===== src/rtl/list_set_union_intersection_unit_assert.svh =====
// Assertion macros used by the RTL of the set union/intersection unit.
`ifndef LIST_SET_UNION_INTERSECTION_UNIT_ASSERT_SVH
`define LIST_SET_UNION_INTERSECTION_UNIT_ASSERT_SVH
`ifndef NO_ASSERTIONS
// Same-cycle implication.
`define LSUI_ASSERT_IMPL(label, clk, rst, ante, cons) \
   label: assert property (@(posedge clk) disable iff (rst) (ante) |-> (cons)) \
      else $error("list_set_union_intersection_unit: implication failed");
// Next-cycle implication.
`define LSUI_ASSERT_NEXT(label, clk, rst, ante, cons) \
   label: assert property (@(posedge clk) disable iff (rst) (ante) |=> (cons)) \
      else $error("list_set_union_intersection_unit: next-cycle check failed");
`else
`define LSUI_ASSERT_IMPL(label, clk, rst, ante, cons)
`define LSUI_ASSERT_NEXT(label, clk, rst, ante, cons)
`endif
`endif


===== src/rtl/lsui_pkg.sv =====
package lsui_pkg;

   localparam int DATA_W = 32;

   typedef logic signed [DATA_W-1:0] value_type;

   typedef enum logic [1:0] {
      ST_IDLE,
      ST_U_WALK,
      ST_V_WALK,
      ST_FINISH
   } walk_state_type;

   localparam logic MODE_UNION     = 1'b0;
   localparam logic MODE_INTERSECT = 1'b1;

   localparam logic LIST_U = 1'b0;

   // Per-cycle control broadcast to every cell of the chain.
   typedef struct packed {
      logic u_shift;
      logic v_shift;
      logic clear;
   } cell_ctl_type;

   // Contents one cell hands to its neighbor.
   typedef struct packed {
      value_type u_val;
      logic      u_occ;
      value_type v_val;
      logic      v_occ;
      logic      v_seen;
   } cell_data_type;

endpackage


===== src/rtl/lsui_cell.sv =====
module lsui_cell (
   input  logic                    clock,
   input  logic                    reset,
   input  lsui_pkg::cell_ctl_type  ctl,
   input  lsui_pkg::cell_data_type prev,
   input  lsui_pkg::value_type     key,
   output lsui_pkg::cell_data_type cur,
   output logic                    hit_u,
   output logic                    hit_v,
   output logic                    hit_vs
);
   import lsui_pkg::*;

   value_type u_val_ff, u_val_in;
   value_type v_val_ff, v_val_in;
   logic      u_occ_ff, u_occ_in;
   logic      v_occ_ff, v_occ_in;
   logic      v_seen_ff, v_seen_in;

   always_comb begin
      u_val_in  = ctl.u_shift ? prev.u_val : u_val_ff;
      v_val_in  = ctl.v_shift ? prev.v_val : v_val_ff;
      u_occ_in  = ctl.u_shift ? prev.u_occ : (u_occ_ff & ~ctl.clear);
      v_occ_in  = ctl.v_shift ? prev.v_occ : (v_occ_ff & ~ctl.clear);
      v_seen_in = ctl.v_shift ? prev.v_seen : (v_seen_ff & ~ctl.clear);
   end

   always_ff @(posedge clock) begin
      u_val_ff <= u_val_in;
      v_val_ff <= v_val_in;
   end

   always_ff @(posedge clock) begin
      if (reset) begin
         u_occ_ff  <= 1'b0;
         v_occ_ff  <= 1'b0;
         v_seen_ff <= 1'b0;
      end else begin
         u_occ_ff  <= u_occ_in;
         v_occ_ff  <= v_occ_in;
         v_seen_ff <= v_seen_in;
      end
   end

   // match the broadcast key against both held entries
   assign hit_u  = u_occ_ff && (u_val_ff == key);
   assign hit_v  = v_occ_ff && (v_val_ff == key);
   assign hit_vs = hit_v && v_seen_ff;

   assign cur = '{u_val: u_val_ff, u_occ: u_occ_ff, v_val: v_val_ff,
                  v_occ: v_occ_ff, v_seen: v_seen_ff};

endmodule


===== src/rtl/list_set_union_intersection_unit.sv =====
// Loading: one item per cycle; req_stall stays low while no result run is in progress.
// Run: the final V item starts a walk over every U cell, then in union mode a walk over
// every V cell, then a closing step; each walk step waits while a result sits stalled.
// A hit is held until the next hit or the close and leaves through one output register.
// Reset (synchronous, active high) empties both lists, clears overflow and selects union.
`include "list_set_union_intersection_unit_assert.svh"

module list_set_union_intersection_unit #(
   parameter int MAX_ITEMS = 32
) (
   input  logic                clock,
   input  logic                reset,
   // configuration
   input  logic                csr_write_en,
   input  logic                csr_write_data,
   // input items
   input  logic                req_valid,
   output logic                req_stall,
   input  logic                req_list_sel,
   input  lsui_pkg::value_type req_value,
   input  logic                req_has_value,
   input  logic                req_last,
   // result items
   output logic                rsp_valid,
   input  logic                rsp_stall,
   output lsui_pkg::value_type rsp_out_value,
   output logic                rsp_out_last,
   output logic                rsp_result_empty,
   output logic                rsp_overflow
);
   import lsui_pkg::*;

   localparam int STEP_W = (MAX_ITEMS > 1) ? $clog2(MAX_ITEMS) : 1;
   localparam logic [STEP_W-1:0] STEP_LAST = STEP_W'(MAX_ITEMS - 1);

   // Both lists live in one chain of cells. Loading shifts a new entry in at cell 0,
   // so the oldest entry sits furthest down the chain. During a walk the chain rotates
   // (tail back to cell 0); over one full rotation the tail shows the entries in
   // arrival order, and the tail value is broadcast as the key for every cell to compare.

   cell_data_type  cur_d  [MAX_ITEMS];
   cell_data_type  prev_d [MAX_ITEMS];
   cell_data_type  head_d;
   cell_data_type  tail_d;
   cell_ctl_type   ctl;
   value_type      key;

   logic [MAX_ITEMS-1:0] hit_u_vec, hit_v_vec, hit_vs_vec;
   logic [MAX_ITEMS-1:0] u_occ_vec, v_occ_vec, v_seen_vec;

   walk_state_type    state_ff, state_in;
   logic [STEP_W-1:0] step_ff, step_in;
   logic              mode_ff, mode_in;
   logic              u_complete_ff, u_complete_in;
   logic              dropped_ff, dropped_in;
   logic              pend_valid_ff, pend_valid_in;
   value_type         pend_value_ff, pend_value_in;

   logic              rsp_valid_ff, rsp_valid_in;
   value_type         rsp_value_ff;
   logic              rsp_last_ff, rsp_empty_ff, rsp_ovf_ff;

   logic              req_accept;
   logic              out_free;
   logic              restart;
   logic              found;
   logic              push;
   value_type         push_value;
   logic              push_last;
   logic              push_empty;

   //------------------------------------------------------------------
   // Cell chain
   //------------------------------------------------------------------
   for (genvar i = 0; i < MAX_ITEMS; i++) begin : g_cell
      lsui_cell u_cell (
         .clock  (clock),
         .reset  (reset),
         .ctl    (ctl),
         .prev   (prev_d[i]),
         .key    (key),
         .cur    (cur_d[i]),
         .hit_u  (hit_u_vec[i]),
         .hit_v  (hit_v_vec[i]),
         .hit_vs (hit_vs_vec[i])
      );
   end

   // Neighbor links; a clear that comes with a shift drops everything already held,
   // so only the head entry survives.
   always_comb begin
      prev_d[0] = head_d;
      for (int i = 1; i < MAX_ITEMS; i++) begin
         prev_d[i]       = cur_d[i-1];
         prev_d[i].u_occ = cur_d[i-1].u_occ & ~ctl.clear;
         prev_d[i].v_occ = cur_d[i-1].v_occ & ~ctl.clear;
      end
   end

   always_comb begin
      for (int i = 0; i < MAX_ITEMS; i++) begin
         u_occ_vec[i]  = cur_d[i].u_occ;
         v_occ_vec[i]  = cur_d[i].v_occ;
         v_seen_vec[i] = cur_d[i].v_seen;
      end
   end

   assign tail_d = cur_d[MAX_ITEMS-1];
   assign key    = (state_ff == ST_V_WALK) ? tail_d.v_val : tail_d.u_val;

   //------------------------------------------------------------------
   // Handshake
   //------------------------------------------------------------------
   assign req_stall  = (state_ff != ST_IDLE);
   assign req_accept = req_valid && (state_ff == ST_IDLE);
   assign out_free   = !rsp_valid_ff || !rsp_stall;

   assign mode_in = csr_write_en ? csr_write_data : mode_ff;

   //------------------------------------------------------------------
   // Sequencer: loading, walks and run close
   //------------------------------------------------------------------
   always_comb begin
      state_in      = state_ff;
      step_in       = step_ff;
      u_complete_in = u_complete_ff;
      dropped_in    = dropped_ff;
      pend_valid_in = pend_valid_ff;
      pend_value_in = pend_value_ff;
      ctl           = '0;
      restart       = 1'b0;
      found         = 1'b0;
      push          = 1'b0;
      push_value    = pend_value_ff;
      push_last     = 1'b0;
      push_empty    = 1'b0;
      // loading presents the incoming item at the head
      head_d = '{u_val: req_value, u_occ: 1'b1, v_val: req_value, v_occ: 1'b1,
                 v_seen: 1'b0};

      case (state_ff)
         ST_IDLE: begin
            if (req_accept) begin
               if (req_list_sel == LIST_U) begin
                  // a U item after a finished U list opens a new pair
                  restart   = u_complete_ff;
                  ctl.clear = restart;
                  if (restart) begin
                     dropped_in = 1'b0;
                  end
                  if (req_has_value) begin
                     if (restart || !u_occ_vec[MAX_ITEMS-1]) begin
                        ctl.u_shift = 1'b1;
                     end else begin
                        dropped_in = 1'b1;
                     end
                  end
                  u_complete_in = req_last | (u_complete_ff & ~restart);
               end else if (u_complete_ff) begin
                  if (req_has_value) begin
                     if (!v_occ_vec[MAX_ITEMS-1]) begin
                        ctl.v_shift = 1'b1;
                     end else begin
                        dropped_in = 1'b1;
                     end
                  end
                  if (req_last) begin
                     state_in = ST_U_WALK;
                  end
               end
            end
         end

         ST_U_WALK: begin
            if (out_free) begin
               ctl.u_shift = 1'b1;
               head_d      = tail_d;
               found       = tail_d.u_occ &&
                             ((mode_ff == MODE_UNION) ||
                              ((mode_ff == MODE_INTERSECT) && (|hit_v_vec)));
               if (found) begin
                  // hold the newest hit back until we know whether it closes the run
                  pend_valid_in = 1'b1;
                  pend_value_in = key;
                  push          = pend_valid_ff;
               end
               if (step_ff == STEP_LAST) begin
                  step_in  = '0;
                  state_in = (mode_ff == MODE_UNION) ? ST_V_WALK : ST_FINISH;
               end else begin
                  step_in = step_ff + 1'b1;
               end
            end
         end

         ST_V_WALK: begin
            if (out_free) begin
               ctl.v_shift   = 1'b1;
               head_d        = tail_d;
               head_d.v_seen = 1'b1;   // mark the entry just examined as earlier
               found         = tail_d.v_occ && !(|hit_u_vec) && !(|hit_vs_vec);
               if (found) begin
                  pend_valid_in = 1'b1;
                  pend_value_in = key;
                  push          = pend_valid_ff;
               end
               if (step_ff == STEP_LAST) begin
                  step_in  = '0;
                  state_in = ST_FINISH;
               end else begin
                  step_in = step_ff + 1'b1;
               end
            end
         end

         ST_FINISH: begin
            if (out_free) begin
               // close the run: the held hit goes out last, or an empty marker
               push          = 1'b1;
               push_last     = 1'b1;
               push_empty    = !pend_valid_ff;
               push_value    = pend_valid_ff ? pend_value_ff : '0;
               pend_valid_in = 1'b0;
               ctl.clear     = 1'b1;
               u_complete_in = 1'b0;
               dropped_in    = 1'b0;
               state_in      = ST_IDLE;
            end
         end

         default: begin
            state_in = ST_IDLE;
         end
      endcase
   end

   always_ff @(posedge clock) begin
      if (reset) begin
         state_ff <= ST_IDLE;
      end else begin
         state_ff <= state_in;
      end
   end

   always_ff @(posedge clock) begin
      if (reset) begin
         step_ff       <= '0;
         mode_ff       <= MODE_UNION;
         u_complete_ff <= 1'b0;
         dropped_ff    <= 1'b0;
         pend_valid_ff <= 1'b0;
      end else begin
         step_ff       <= step_in;
         mode_ff       <= mode_in;
         u_complete_ff <= u_complete_in;
         dropped_ff    <= dropped_in;
         pend_valid_ff <= pend_valid_in;
      end
   end

   always_ff @(posedge clock) begin
      pend_value_ff <= pend_value_in;
   end

   //------------------------------------------------------------------
   // Output register: a transfer frees it; a stalled result holds
   //------------------------------------------------------------------
   assign rsp_valid_in = push | (rsp_valid_ff & rsp_stall);

   always_ff @(posedge clock) begin
      if (reset) begin
         rsp_valid_ff <= 1'b0;
      end else begin
         rsp_valid_ff <= rsp_valid_in;
      end
   end

   always_ff @(posedge clock) begin
      if (push) begin
         rsp_value_ff <= push_value;
         rsp_last_ff  <= push_last;
         rsp_empty_ff <= push_empty;
         rsp_ovf_ff   <= dropped_ff;
      end
   end

   assign rsp_valid        = rsp_valid_ff;
   assign rsp_out_value    = rsp_value_ff;
   assign rsp_out_last     = rsp_last_ff;
   assign rsp_result_empty = rsp_empty_ff;
   assign rsp_overflow     = rsp_ovf_ff;

   //------------------------------------------------------------------
   // Checks
   //------------------------------------------------------------------
   `LSUI_ASSERT_IMPL(a_u_packed_idle, clock, reset, (state_ff == ST_IDLE), ((u_occ_vec & (u_occ_vec + 1'b1)) == '0))
   `LSUI_ASSERT_IMPL(a_v_packed_idle, clock, reset, (state_ff == ST_IDLE), ((v_occ_vec & (v_occ_vec + 1'b1)) == '0))
   `LSUI_ASSERT_IMPL(a_seen_clear_idle, clock, reset, (state_ff == ST_IDLE), (v_seen_vec == '0 && !pend_valid_ff))
   `LSUI_ASSERT_IMPL(a_step_rest, clock, reset, (state_ff == ST_IDLE || state_ff == ST_FINISH), (step_ff == '0))
   `LSUI_ASSERT_NEXT(a_close_last, clock, reset, (state_ff == ST_FINISH && out_free), (rsp_valid && rsp_out_last && state_ff == ST_IDLE))

endmodule


===== config.mk =====
export PLATFORM = sky130hd
export DESIGN_NAME = list_set_union_intersection_unit
export DESIGN_NICKNAME = d
export VERILOG_FILES = /design/src/rtl/lsui_pkg.sv /design/src/rtl/lsui_cell.sv /design/src/rtl/list_set_union_intersection_unit.sv
export VERILOG_INCLUDE_DIRS = /design/src /design/src/rtl
export SDC_FILE = /design/constraint.sdc
export NUM_CORES = 2
export LEC_CHECK = 0
export CELL_PAD_IN_SITES_DETAIL_PLACEMENT = 0
export CELL_PAD_IN_SITES_GLOBAL_PLACEMENT = 1
export CORE_MARGIN = 8
export CORE_UTILIZATION = 35
export CTS_BUF_LIST = sky130_fd_sc_hd__clkbuf_16
export CTS_CLUSTER_SIZE = 30
export DETAILED_ROUTE_END_ITERATION = 10
export DONT_BUFFER_PORTS = 1
export PLACE_DENSITY_LB_ADDON = 0.1
export SLEW_MARGIN = 20
export SYNTH_ARGS = -nofsm -noshare
export SYNTH_HDL_FRONTEND = slang
export SYNTH_HIERARCHICAL = 1
export SYNTH_SLANG_ARGS = --single-unit
export TNS_END_PERCENT = 20

===== constraint.sdc =====
create_clock -name clock -period 105.4 [get_ports clock]
set_input_delay 31.62 -clock clock [delete_from_list [all_inputs] [get_ports clock]]
set_output_delay 31.62 -clock clock [all_outputs]
set_load 0.005 [all_outputs]

==> flow_summary.ini <==
[run_status]
status = finished, final reports clean

[synthesis]
yosys.area_share.xor_xnor = 0.153
synth_edf_count = 2115
syn_nets = 6265
synth_top_family_by_area = XOR/XNOR gates
synth_mux_area_frac = 0.00399
syn_inst = 6218
synthArstFlopShare = 0
avgSynthCellArea_um2 = 15.3
synthSimpleGateAreaFrac = 0.0873
synth_cell_types = 50
ys.flop_type = edfxtp_1
ys_warn_count = 6
synth_compound_area_frac = 0.0461
yosysSeqAreaShare = 0.689
synthAdderAreaFrac = 0.000787
ys_ff_latch = 2223
syn_area_um2 = 95400

[clock_network]
post_cts_resized = 0
htreeDepth = 5
numCtsBuffers = 264
cts_hold_buf = 0
post_cts_buffers = 0
cts.sinks = 2223
cts-root-buf = clkbuf_16
cts_buffer_depth = 4
cts_tree = done
clock_latency_ns = 0.88
cts.clk_slew.worst_paths_ns = 0.06

[setup_path]
cp.buffers_inverters = 6
arrival_ns = 37.64
cp_top_family = buffers and inverters
worstSetupPathType = primary input to flop
worstPathCellList = and2_1 > o22ai_4 > buf_4 > buf_4 > buf_4 > buf_4 > buf_4 > buf_4 > nor3_1 > a21oi_1 > nor2_1
path_common_cell = buf_4
cp_slowest_cell = buf_4
cp_max_fo = 80
slowest_delay_ns = 0.90
worstSetupStartpointType = primary input
critPathCaptureType = flop
required_ns = 106.15
r2r_cells = 16
path_depth = 11

[floorplan]
rows = 191
die_width_um = 538
coreArea_um2 = 271000
initial_core_util = 0.352
ios = 78
fp.dieH_um = 538
dieArea_um2 = 289000

[sta]
fmax_mhz = 27.1
fin_tns_setup_ns = 0
fin_skew_ns = 0.0520
drv_slew = 0
slew_headroom = 0.202
grt_setup_unrepaired = false
setup_viol = 0
hold_viol_final = 0
fin_crit_sh = 0.350
min_period_ns = 36.89
tightest_slew_ns = 1.20

[global_route]
grt_util_met1 = 0.293
use_met3 = 0.0320
grt_max_degree = 209
met2_usage = 0.334
antenna_found_initial = 10
grt_usage = 0.208
top_usage_layer = met2
grt_pass1_vias = 53588
grt_pass1_wl_mm = 430
overflow = 0

[finish]
fin_cells = 10246
layout_commonest_cell = edfxtp_1
area_growth_pct = 14.1
fin_nets = 6515
final_cell_mix = edfxtp_1, xor2_1, nor4_1, inv_1, clkbuf_16
drive_gt1_frac = 0.0880
fillers = 24920

[drt]
remaining_drc_errors = 0
vias = 53931
wirelength_mm = 308
wl_per_cell_um = 30.1
first_pass_iters = 7
routed_via_density = 5.26
ant_nets = 0
drt_iter0_drc = 5073

[min_path]
hold_class = flop to flop
holdPathStages = 0

[power_and_ir_drop]
vdd_ir_drop_max_mv = 0.0249
leakage_nw = 36.7
p_per_area_nw_per_um2 = 26.8

[placed_design]
port_buffers = 0
placedCellCount = 9770
dp_hpwl_mm = 203
globalplace.congestion = 0.830

[job]
max_cap_violations = 0
## cell usage after synthesis (33+ instances only)
master,n,share of area
edfxtp_1,2115,0.67
xor2_1,1568,0.14
nor4_1,434,0.028
inv_1,294,0.012
nand2b_1,193,0.013
nor2b_1,190,0.012
a21oi_1,141,0.0074
nor2_1,113,0.0044
dfxtp_1,108,0.023
nand4_1,102,0.0067
buf_4,96,0.0076
xnor2_1,96,0.0088
nor3_1,67,0.0035
a22o_1,64,0.0059
nor3b_1,64,0.0050
o221ai_1,64,0.0059
nand2_1,42,0.0017
o21ai_0,41,0.0022
nand3_1,36,0.0019
a22oi_1,34,0.0027
nor4b_1,34,0.0031
a2111oi_0,33,0.0030
or4_4,33,0.0039
## state kept, by name (all words and copies together) (netlist names)
name                     count
pend_value_ff               32
g_cell.u_cell/u_occ_ff      32
rsp_out_value               32
g_cell.u_cell/v_val_ff    1024
mode_ff                      1
rsp_valid                    1
u_complete_ff                1
rsp_overflow                 1
g_cell.u_cell/u_val_ff    1024
rsp_out_last                 1
g_cell.u_cell/v_seen_ff     32
dropped_ff                   1
state_ff                     2
step_ff                      5
pend_valid_ff                1
rsp_result_empty             1
g_cell.u_cell/v_occ_ff      32
## kinds of logic (layout without fill, tap and decap cells)
logic type / count (synthesis) / count (layout)
AO/OA/AOI/OAI: 518 / 518
XOR/XNOR: 1664 / 1664
adder cells (fa/ha/maj): 6 / 6
buffers and inverters: 420 / 875
flip-flops: 2223 / 2223
multiplexers: 34 / 34
other: 0 / 3
AND/OR/NAND/NOR: 1353 / 1353
## path summary, 6_finish.rpt
check                                                    from                             to  slack [ns]
worst min register to register  g_cell[22].u_cell/u_val_ff[0]  g_cell[23].u_cell/u_val_ff[0]        0.45
worst max register to register                    state_ff[0]              rsp_out_value[13]       97.59
worst max-delay path                                rsp_stall     g_cell[5].u_cell/v_seen_ff       68.51
worst min-delay path            g_cell[22].u_cell/u_val_ff[0]  g_cell[23].u_cell/u_val_ff[0]        0.45
## where the power goes
part / internal, mW / switching (mW)
registers: 1.21 / 0.140
clock network: 0.511 / 0.370
logic: 0.213 / 0.473
total: 1.94 / 0.983
## routing by layer
layer	share of wire	up-vias	routed length (µm)
met5	0	-	0
met4	0.031	0	9640
met3	0.054	411	16700
met2	0.46	1765	143000
met1	0.45	28038	139000
li1	-	23717	-
## area by class of cell
class	count	area (µm²)	area share
repair buffers	110	966	0.00888
inverters	294	1100	0.0101
clock buffers	274	6860	0.0630
flip-flops and latches	2223	65700	0.603
multi-input cells	3575	28400	0.261
clock inverters	197	1400	0.0129
diodes	3	7.51	0.0000690
well taps	3570	4470	0.0410
## worst reg2reg max path: stages (launching register included)
cell and delay [ns]:
dfxtp_1 0.33, inv_1 0.15, ha_4 0.28, buf_4 0.71, mux2_8 0.56, buf_4 0.69, buf_4 0.74, xor2_1 0.22
nor4_1 0.08, nor4b_2 0.25, nor4_1 0.83, nand4_1 0.47, nor4_1 0.36, a41oi_1 0.43, or4_4 0.70, a21oi_4 0.17
buf_4 0.42
## metrics by stage
step	total power [mW]	utilization	area, µm²	setup WS (ns)	hold WS [ns]
CTS	2.95	0.401	109000	68.59	0.449
finish	2.92	0.402	109000	68.51	0.448
global route	3.04	0.402	109000	68.04	0.453
detailed placement	2.05	0.371	100000	67.63	0.445
floorplan	2.01	-	95400	16.58	0.426
global placement	2.05	0.371	100000	67.70	0.449
Note: power is estimated with default switching activity, not from simulation.
